File: config.mk
export PLATFORM = sky130hd
export DESIGN_NAME = case_folding_substring_search_unit
export DESIGN_NICKNAME = d
export VERILOG_FILES = /design/src/rtl/core/cfss_pkg.sv /design/src/rtl/core/cfss_cell.sv /design/src/rtl/core/cfss_result.sv /design/src/rtl/core/case_folding_substring_search_unit.sv
export SDC_FILE = /design/constraint.sdc
export NUM_CORES = 1
export LEC_CHECK = 0
export ABC_AREA = 1
export ABC_CLOCK_PERIOD_IN_PS = 4900
export BUFFER_PORTS_ARGS = -buffer_cell sky130_fd_sc_hd__buf_2
export CAP_MARGIN = 20
export CORE_MARGIN = 5
export CORE_UTILIZATION = 50
export CTS_BUF_LIST = sky130_fd_sc_hd__clkbuf_16
export DETAILED_ROUTE_END_ITERATION = 12
export PLACE_DENSITY = 0.74
export SYNTH_ARGS = -nofsm -noshare
export SYNTH_HDL_FRONTEND = slang
export SYNTH_SLANG_ARGS = --single-unit
File: constraint.sdc
create_clock -name clk -period 4.9 [get_ports clk]
set_input_delay 0.49 -clock clk [delete_from_list [all_inputs] [get_ports clk]]
set_output_delay 0.49 -clock clk [all_outputs]
set_load 0.01 [all_outputs]
File: src/rtl/core/cfss_pkg.sv
// Shared constants, types and byte helpers for the case folding substring search unit.
`default_nettype none

package cfss_pkg;

    localparam int MAX_NEEDLE = 32;
    localparam int IDX_W      = (MAX_NEEDLE > 1) ? $clog2(MAX_NEEDLE) : 1;
    localparam int BYTE_W     = 8;
    localparam int POS_W      = 32;
    localparam int LEN_W      = 6;
    localparam int NIDX_W     = 5;
    localparam int CASE_W     = 2;
    localparam int CFG_IDX_W  = 3;
    localparam int CFG_DATA_W = 32;

    // config register indexes
    localparam logic [CFG_IDX_W-1:0] CFG_DIRECTION     = 3'd0;
    localparam logic [CFG_IDX_W-1:0] CFG_CASE_MODE     = 3'd1;
    localparam logic [CFG_IDX_W-1:0] CFG_NEEDLE_LENGTH = 3'd2;
    localparam logic [CFG_IDX_W-1:0] CFG_START_OFFSET  = 3'd3;
    localparam logic [CFG_IDX_W-1:0] CFG_BEFORE_OFFSET = 3'd4;

    // case modes
    localparam logic [CASE_W-1:0] CASE_EXACT       = 2'd0;
    localparam logic [CASE_W-1:0] CASE_INSENSITIVE = 2'd1;
    localparam logic [CASE_W-1:0] CASE_SMART       = 2'd2;

    localparam logic DIR_FORWARD  = 1'b0;
    localparam logic DIR_BACKWARD = 1'b1;

    localparam logic [BYTE_W-1:0] CH_UPPER_A = 8'h41;
    localparam logic [BYTE_W-1:0] CH_UPPER_Z = 8'h5A;
    localparam logic [BYTE_W-1:0] CH_LOWER_A = 8'h61;

    // one haystack word handed from the cell row to the result stage
    typedef struct packed {
        logic             hit;
        logic             last;
        logic [POS_W-1:0] start;
    } cfss_item_t;

    function automatic logic is_upper(input logic [BYTE_W-1:0] c);
        return (c >= CH_UPPER_A) && (c <= CH_UPPER_Z);
    endfunction

    function automatic logic [BYTE_W-1:0] fold_lower(input logic [BYTE_W-1:0] c);
        logic [BYTE_W-1:0] r;
        r = c;
        if (is_upper(c))
        begin
            r = c + (CH_LOWER_A - CH_UPPER_A);
        end
        return r;
    endfunction

endpackage

`default_nettype wire

File: src/rtl/core/cfss_cell.sv
// One needle position: stored byte, comparator and partial-match bit.
`default_nettype none

module cfss_cell
    import cfss_pkg::*;
(
    input  wire logic              clk,
    input  wire logic              rst_n,
    input  wire logic              wr_en,
    input  wire logic [BYTE_W-1:0] wr_byte,
    input  wire logic              step,
    input  wire logic              clear,
    input  wire logic              sensitive,
    input  wire logic [BYTE_W-1:0] hay_byte,
    input  wire logic              prev_match,
    output logic                   match,
    output logic                   hit_bit,
    output logic                   upper
);

    logic [BYTE_W-1:0] needle_reg;
    logic              upper_reg;
    logic              match_reg;
    logic              match_next;
    logic [BYTE_W-1:0] cmp_byte;

    always_ff @(posedge clk)
    begin
        if (wr_en)
        begin
            needle_reg <= wr_byte;
            upper_reg  <= is_upper(wr_byte);
        end
    end

    // hay_byte arrives already folded when the compare is insensitive
    assign cmp_byte = sensitive ? needle_reg : fold_lower(needle_reg);
    assign hit_bit  = prev_match && (hay_byte == cmp_byte);

    always_comb
    begin
        if (clear)
        begin
            match_next = 1'b0;
        end
        else if (step)
        begin
            match_next = hit_bit;
        end
        else
        begin
            match_next = match_reg;
        end
    end

    always_ff @(posedge clk or negedge rst_n)
    begin
        if (!rst_n)
        begin
            match_reg <= 1'b0;
        end
        else
        begin
            match_reg <= match_next;
        end
    end

    assign match = match_reg;
    assign upper = upper_reg;

endmodule

`default_nettype wire

File: src/rtl/core/cfss_result.sv
// Match selection stage and output register.
`default_nettype none

module cfss_result
    import cfss_pkg::*;
(
    input  wire logic             clk,
    input  wire logic             rst_n,
    input  wire logic             item_valid,
    input  wire cfss_item_t       item,
    input  wire logic             direction,
    input  wire logic [POS_W-1:0] start_offset,
    input  wire logic [POS_W-1:0] before_offset,
    output logic                  stall,
    output logic                  out_valid,
    output logic                  out_found,
    output logic [POS_W-1:0]      out_offset,
    input  wire logic             out_ready
);

    logic             s2_valid_reg;
    logic             s2_valid_next;
    cfss_item_t       s2_item_reg;
    logic             seen_reg;
    logic             seen_next;
    logic [POS_W-1:0] best_reg;
    logic [POS_W-1:0] best_next;
    logic             out_valid_reg;
    logic             out_found_reg;
    logic [POS_W-1:0] out_offset_reg;
    logic             blocked;
    logic             retire;
    logic             take;

    // hold only when a finished result would overwrite one still unread
    assign blocked = s2_valid_reg && s2_item_reg.last && out_valid_reg && !out_ready;
    assign retire  = s2_valid_reg && !blocked;
    assign stall   = blocked;

    assign s2_valid_next = blocked ? 1'b1 : item_valid;

    always_ff @(posedge clk)
    begin
        if (!blocked)
        begin
            s2_item_reg <= item;
        end
    end

    always_comb
    begin
        take = 1'b0;
        if (s2_item_reg.hit)
        begin
            if (direction == DIR_FORWARD)
            begin
                take = !seen_reg && (s2_item_reg.start >= start_offset);
            end
            else
            begin
                take = s2_item_reg.start < before_offset;
            end
        end
        seen_next = seen_reg || take;
        best_next = take ? s2_item_reg.start : best_reg;
    end

    always_ff @(posedge clk or negedge rst_n)
    begin
        if (!rst_n)
        begin
            s2_valid_reg  <= 1'b0;
            seen_reg      <= 1'b0;
            best_reg      <= '0;
            out_valid_reg <= 1'b0;
        end
        else
        begin
            s2_valid_reg <= s2_valid_next;
            if (retire)
            begin
                if (s2_item_reg.last)
                begin
                    seen_reg <= 1'b0;
                    best_reg <= '0;
                end
                else
                begin
                    seen_reg <= seen_next;
                    best_reg <= best_next;
                end
            end
            if (retire && s2_item_reg.last)
            begin
                out_valid_reg <= 1'b1;
            end
            else if (out_ready)
            begin
                out_valid_reg <= 1'b0;
            end
        end
    end

    always_ff @(posedge clk)
    begin
        if (retire && s2_item_reg.last)
        begin
            out_found_reg  <= seen_next;
            out_offset_reg <= seen_next ? best_next : '0;
        end
    end

    assign out_valid  = out_valid_reg;
    assign out_found  = out_found_reg;
    assign out_offset = out_offset_reg;

endmodule

`default_nettype wire

File: src/rtl/core/case_folding_substring_search_unit.sv
// Top level: config registers, row of needle cells, position counter, result stage.
//
// Usage: load the needle with words carrying tuser (mode) = 0, needle_index and
// byte_value in tdata, and set needle_length and the other registers through the
// write port while the block is idle. Then stream the haystack with tuser = 1,
// one byte per word; tlast marks its final byte. Each needle position is a cell
// that compares the incoming byte and hands its partial-match bit to the next
// cell, so one word is taken every cycle while the result stage does not stall.
// The result word (found, match_offset) of a tlast word passes the selection
// stage register and then the output register; other words give no result.
// Throughput: one word per cycle, set by the compare in the cell row, while the
// input is not held. A result waiting in the output register does not hold the
// input; input is held only when a second result reaches the selection stage
// before the first one is taken.
// Reset clears the registers to their defaults, the match bits, the position
// and the match state; the needle bytes are undefined until written.
`default_nettype none

module case_folding_substring_search_unit
    import cfss_pkg::*;
(
    input  wire logic                  clk,
    input  wire logic                  rst_n,
    input  wire logic                  s_axis_tvalid,
    output logic                       s_axis_tready,
    input  wire logic [15:0]           s_axis_tdata,  // needle_index[4:0], byte_value[12:5]
    input  wire logic                  s_axis_tuser,  // mode
    input  wire logic                  s_axis_tlast,
    output logic                       m_axis_tvalid,
    input  wire logic                  m_axis_tready,
    output logic [39:0]                m_axis_tdata,  // found[0], match_offset[32:1]
    input  wire logic                  cfg_wr_en,
    input  wire logic [CFG_IDX_W-1:0]  cfg_index,
    input  wire logic [CFG_DATA_W-1:0] cfg_data
);

    logic              direction_reg;
    logic [CASE_W-1:0] case_mode_reg;
    logic [LEN_W-1:0]  needle_length_reg;
    logic [POS_W-1:0]  start_offset_reg;
    logic [POS_W-1:0]  before_offset_reg;
    logic [POS_W-1:0]  pos_reg;
    logic [POS_W-1:0]  pos_next;

    logic              in_fire;
    logic              hay_fire;
    logic              stall;
    logic [NIDX_W-1:0] needle_index;
    logic [BYTE_W-1:0] byte_value;
    logic              len_ok;
    logic [LEN_W-1:0]  len_m1;
    logic              sensitive;
    logic [BYTE_W-1:0] hay_byte;

    logic [MAX_NEEDLE-1:0] match_vec;
    logic [MAX_NEEDLE-1:0] hit_vec;
    logic [MAX_NEEDLE-1:0] upper_vec;
    logic [MAX_NEEDLE-1:0] active_vec;

    cfss_item_t        item;
    logic              out_found;
    logic [POS_W-1:0]  out_offset;

    assign needle_index = s_axis_tdata[4:0];
    assign byte_value   = s_axis_tdata[12:5];

    assign s_axis_tready = !stall;
    assign in_fire       = s_axis_tvalid && s_axis_tready;
    assign hay_fire      = in_fire && s_axis_tuser;

    always_ff @(posedge clk or negedge rst_n)
    begin
        if (!rst_n)
        begin
            direction_reg     <= DIR_FORWARD;
            case_mode_reg     <= CASE_SMART;
            needle_length_reg <= '0;
            start_offset_reg  <= '0;
            before_offset_reg <= '0;
        end
        else if (cfg_wr_en)
        begin
            case (cfg_index)
                CFG_DIRECTION:     direction_reg     <= cfg_data[0];
                CFG_CASE_MODE:     case_mode_reg     <= cfg_data[CASE_W-1:0];
                CFG_NEEDLE_LENGTH: needle_length_reg <= cfg_data[LEN_W-1:0];
                CFG_START_OFFSET:  start_offset_reg  <= cfg_data[POS_W-1:0];
                CFG_BEFORE_OFFSET: before_offset_reg <= cfg_data[POS_W-1:0];
                default:           ;
            endcase
        end
    end

    assign len_ok = (needle_length_reg != '0) && (int'(needle_length_reg) <= MAX_NEEDLE);
    assign len_m1 = needle_length_reg - LEN_W'(1);

    always_comb
    begin
        case (case_mode_reg)
            CASE_EXACT:       sensitive = 1'b1;
            CASE_INSENSITIVE: sensitive = 1'b0;
            default:          sensitive = |(upper_vec & active_vec);
        endcase
    end

    assign hay_byte = sensitive ? byte_value : fold_lower(byte_value);

    for (genvar k = 0; k < MAX_NEEDLE; k++)
    begin : g_cell
        logic prev;

        if (k == 0)
        begin : g_first
            assign prev = 1'b1;
        end
        else
        begin : g_rest
            assign prev = match_vec[k-1];
        end

        assign active_vec[k] = len_ok && (int'(needle_length_reg) > k);

        cfss_cell u_cell (
            .clk        (clk),
            .rst_n      (rst_n),
            .wr_en      (in_fire && !s_axis_tuser && (int'(needle_index) == k)),
            .wr_byte    (byte_value),
            .step       (hay_fire && active_vec[k]),
            .clear      (hay_fire && s_axis_tlast),
            .sensitive  (sensitive),
            .hay_byte   (hay_byte),
            .prev_match (prev),
            .match      (match_vec[k]),
            .hit_bit    (hit_vec[k]),
            .upper      (upper_vec[k])
        );
    end

    // position saturates at all ones; cleared at the end of each haystack
    always_comb
    begin
        pos_next = pos_reg;
        if (hay_fire)
        begin
            if (s_axis_tlast)
            begin
                pos_next = '0;
            end
            else if (pos_reg != '1)
            begin
                pos_next = pos_reg + POS_W'(1);
            end
        end
    end

    always_ff @(posedge clk or negedge rst_n)
    begin
        if (!rst_n)
        begin
            pos_reg <= '0;
        end
        else
        begin
            pos_reg <= pos_next;
        end
    end

    always_comb
    begin
        item.hit   = len_ok && hit_vec[len_m1[IDX_W-1:0]];
        item.last  = s_axis_tlast;
        item.start = pos_reg - POS_W'(len_m1);
    end

    cfss_result u_result (
        .clk           (clk),
        .rst_n         (rst_n),
        .item_valid    (hay_fire),
        .item          (item),
        .direction     (direction_reg),
        .start_offset  (start_offset_reg),
        .before_offset (before_offset_reg),
        .stall         (stall),
        .out_valid     (m_axis_tvalid),
        .out_found     (out_found),
        .out_offset    (out_offset),
        .out_ready     (m_axis_tready)
    );

    assign m_axis_tdata = {7'b0, out_offset, out_found};

endmodule

`default_nettype wire

==> flow_summary.ini <==
[run_status]
outcome = finished with violations
violations = negative hold slack

[die]
core_area_mm2 = 0.0566
start_util_pct = 50.7
rows = 87
io_pins = 100
die_area_mm2 = 0.0622
die_w_um = 249
die_h_um = 249

[layout]
fin_nets = 3498
layout-drive-gt1-share_pct = 7.84
area_delta_synth_final_pct = 10.5
multi_input_area_mm2 = 0.0117
n_fill_cell = 4957
diodes = 0
seq_area_mm2 = 0.0149
largest_reg_flops = 256

[logic_synthesis]
synth_edf_count = 355
synthTopCellsByArea = edfxtp_1, dfrtp_1, nand2_1, inv_1, ha_1
ys_seq_elements = 526
synth_ff_type = edfxtp_1
synth_cell_types = 67
synth_largest_area_cell = edfxtp_1
netlist_area_mm2 = 0.0287
avgSynthCellArea_um2 = 8.81
yosys.area.top_type_share_pct = 37.2
seq_area_frac_synth_pct = 52.1
synthCells = 3255
yosysWarnings = 0
synth_async_sr_flop_share_pct = 32.5

[clock_network]
root_buffer = clkbuf_16
cts_hold_buf = 0
post-cts-setup-buffer-count = 0
cts_made_buffers = 56
cts_tree = yes
clock_latency_ps = 630
clock_path_buffers = 3
ctsResizeCount = 0
numClockSinks = 526
htree_num_levels = 2
clk_pin_slew_worst_paths_ps = 60

[sta]
layout_min_cycle_time_ps = 4380
finClkSkew_ps = 25.7
setup_viol = 0
fin_crit_sh_pct = 89.3
tns_ps = 0
slew_headroom_pct = 25.6
drv_slew = 0
hold_viol = 10
rsz0062_at_grt = false
holdWs_ps = -29.7
tightest_slew_ps = 1120
max_freq_mhz = 228

[global_route]
grt_pass1_wl_mm = 119
gr-total-overflow = 0
grt_pass1_vias = 22100
grt_max_degree = 105
track_usage_pct = 23.6
antenna_found_initial = 0

[pwr]
p_total_mw = 12.2
power_per_cell_area_mw_per_mm2 = 386
p_leak_nw = 13.5
vdd_ir_drop_max_v = 0.000350

[min_path]
worstHoldPathType = primary input to async pin

[worst_setup_path]
worst-path-stages = 24
crit_slowest_cell = inv_2
critPathLaunchType = flop
crit_fanout = 25
criticalPathCategory = flop to flop
max_stage_delay_ps = 540
crit_family = simple AND/OR/NAND/NOR gates
cp.arrival_ps = 4750
crit_required_ps = 5270
r2r_cells = 24
r2r_setup_slack_ps = 520
r2r_end = u_result.s2_item_reg[33]$_DFFE_PN_
cp.buffers_inverters = 3
crit_path_cell_trace = buf_4 > ha_1 > inv_1 > nand2_1 > o21ai_0 > nand2_1 > a21oi_1 > nor2_1 > nand2_1 > nor2_1 > nand3_1 > nand2_4 > nand3_2 > nand2_2 > inv_2 > nand2_1 > nand2_1 > nor2_1 > nand3_1 > nand3_1 > nand3_1 > nand3_1 > a21oi_1 > nor2_1
regToRegStartpoint = needle_length_reg[0]$_DFFE_PN0P_
end_kind = flop

[placed_design]
gp_congestion = 0.979
hpwlAfterDp_mm = 50.4
numPortBuffers = 89

[routing]
num_vias = 23300
ant_nets = 0
dr.pass1.iters = 6
drt-total-wl_mm = 75.3
viasPerCell = 5.63
drt-initial-drc-count = 2136
drc = 0
wl_per_cell_um = 18.2

[flow_run]
cap_violations = 0
[cell usage in the layout (no fill, tap or decap), types with 7 or more instances in the layout]
master / n
nand2_1: 706
inv_1: 392
edfxtp_1: 355
nor2_1: 342
nand3_1: 244
o21ai_0: 186
dfrtp_1: 170
a21oi_1: 125
ha_1: 106
buf_2: 88
o22ai_1: 73
nor3_1: 70
xor2_1: 58
clkbuf_16: 57
nand4_1: 55
buf_4: 46
xnor2_1: 25
clkinv_1: 17
o211ai_1: 17
nor4_1: 16
o2111ai_1: 15
a211oi_1: 15
nand3b_1: 14
o31ai_1: 14
clkinv_2: 13
a2111oi_0: 12
a31oi_1: 12
inv_2: 9
a221oi_1: 8
nor3b_1: 8
nor2_2: 7
o21ai_1: 7
conb_1: 7
[metal layers]
metal,vias to the layer above,wire (µm),track usage (%)
li1,11300,-,-
met1,10900,31900,32.3
met2,906,34900,38.9
met3,178,5930,3.83
met4,0,2480,7.84
met5,-,0,0
[Yosys cell counts (5+ instances only)]
master and n:
a31oi_1 12, o21ai_0 186, a2111oi_0 12, a211oi_1 16, o21a_1 6, nor3b_1 8, inv_1 378, nor4_1 16
a21o_1 6, dfrtp_1 170, nor3_1 70, ha_1 107, o31ai_1 14, buf_6 10, inv_2 9, clkbuf_1 71
xor2_1 58, buf_4 14, o22ai_1 73, xnor2_1 25, nand2_1 706, clkinv_1 6, o21bai_1 5, nand3_1 247
o311ai_0 5, nand2_2 7, o21ai_1 7, a221oi_1 8, buf_1 14, nand4_1 55, a21oi_1 125, nand3b_1 14
nor2_1 346, edfxtp_1 355, o2111ai_1 15, o211ai_1 17, buf_2 14
[power breakdown]
part	internal (mW)	switching, mW
registers	5.17	0.252
clock network	2.37	1.80
logic	0.861	1.78
total	8.41	3.83
[how the worst max path moves through the flow]
stage | from | to | slack (ps)
global route | needle_length_reg[1]$_DFFE_PN0P_ | u_result.s2_item_reg[31]$_DFFE_PN_ | 70
detailed placement | needle_length_reg[1]$_DFFE_PN0P_ | u_result.s2_item_reg[31]$_DFFE_PN_ | 420
CTS | needle_length_reg[1]$_DFFE_PN0P_ | u_result.s2_item_reg[31]$_DFFE_PN_ | 400
global placement | needle_length_reg[1]$_DFFE_PN0P_ | u_result.s2_item_reg[31]$_DFFE_PN_ | 540
floorplan | needle_length_reg[0]$_DFFE_PN0P_ | u_result.s2_item_reg[31]$_DFFE_PN_ | 150
finish | needle_length_reg[0]$_DFFE_PN0P_ | u_result.s2_item_reg[33]$_DFFE_PN_ | 520
[kinds of logic after synthesis]
family | count (synthesis) | share of synthesized area [%]
AO/OA/AOI/OAI | 526 | 10.9
adder cells (fa/ha/maj) | 108 | 4.74
other | 1 | 0.0131
XOR/XNOR | 83 | 2.54
flip-flops | 526 | 52.1
buffers and inverters | 518 | 7.31
AND/OR/NAND/NOR | 1493 | 22.4
[metrics by stage]
stage / cells / util (%) / setup WS (ps) / cell area, µm²
after detailed placement: 4030 / 52.8 / 421 / 29900
after global placement: 4030 / 52.8 / 538 / 29900
after floorplan: 3261 / - / 145 / 28700
final: 4135 / 56.0 / 523 / 31700
after CTS: 4135 / 56.0 / 399 / 31700
after global routing: 4135 / 56.0 / 73.3 / 31700
[cell type report]
cell class | count | share of cell area (%)
clock buffer | 57 | 4.50
clock inverter | 48 | 1.16
inverter | 395 | 4.70
multi-input combinational | 2217 | 36.9
sequential | 526 | 47.2
tap | 756 | 2.99
timing repair buffer | 136 | 2.58
[worst reg2reg max path, delay by kind of cell (launching register included)]
family          cells  cell delay [ps]
flops               1              380
compound gates      3              610
buf+inv             3              950
simple gates       17             1830
fa+ha+maj           1              370
No activity file was read; power rests on OpenSTA's default activity.
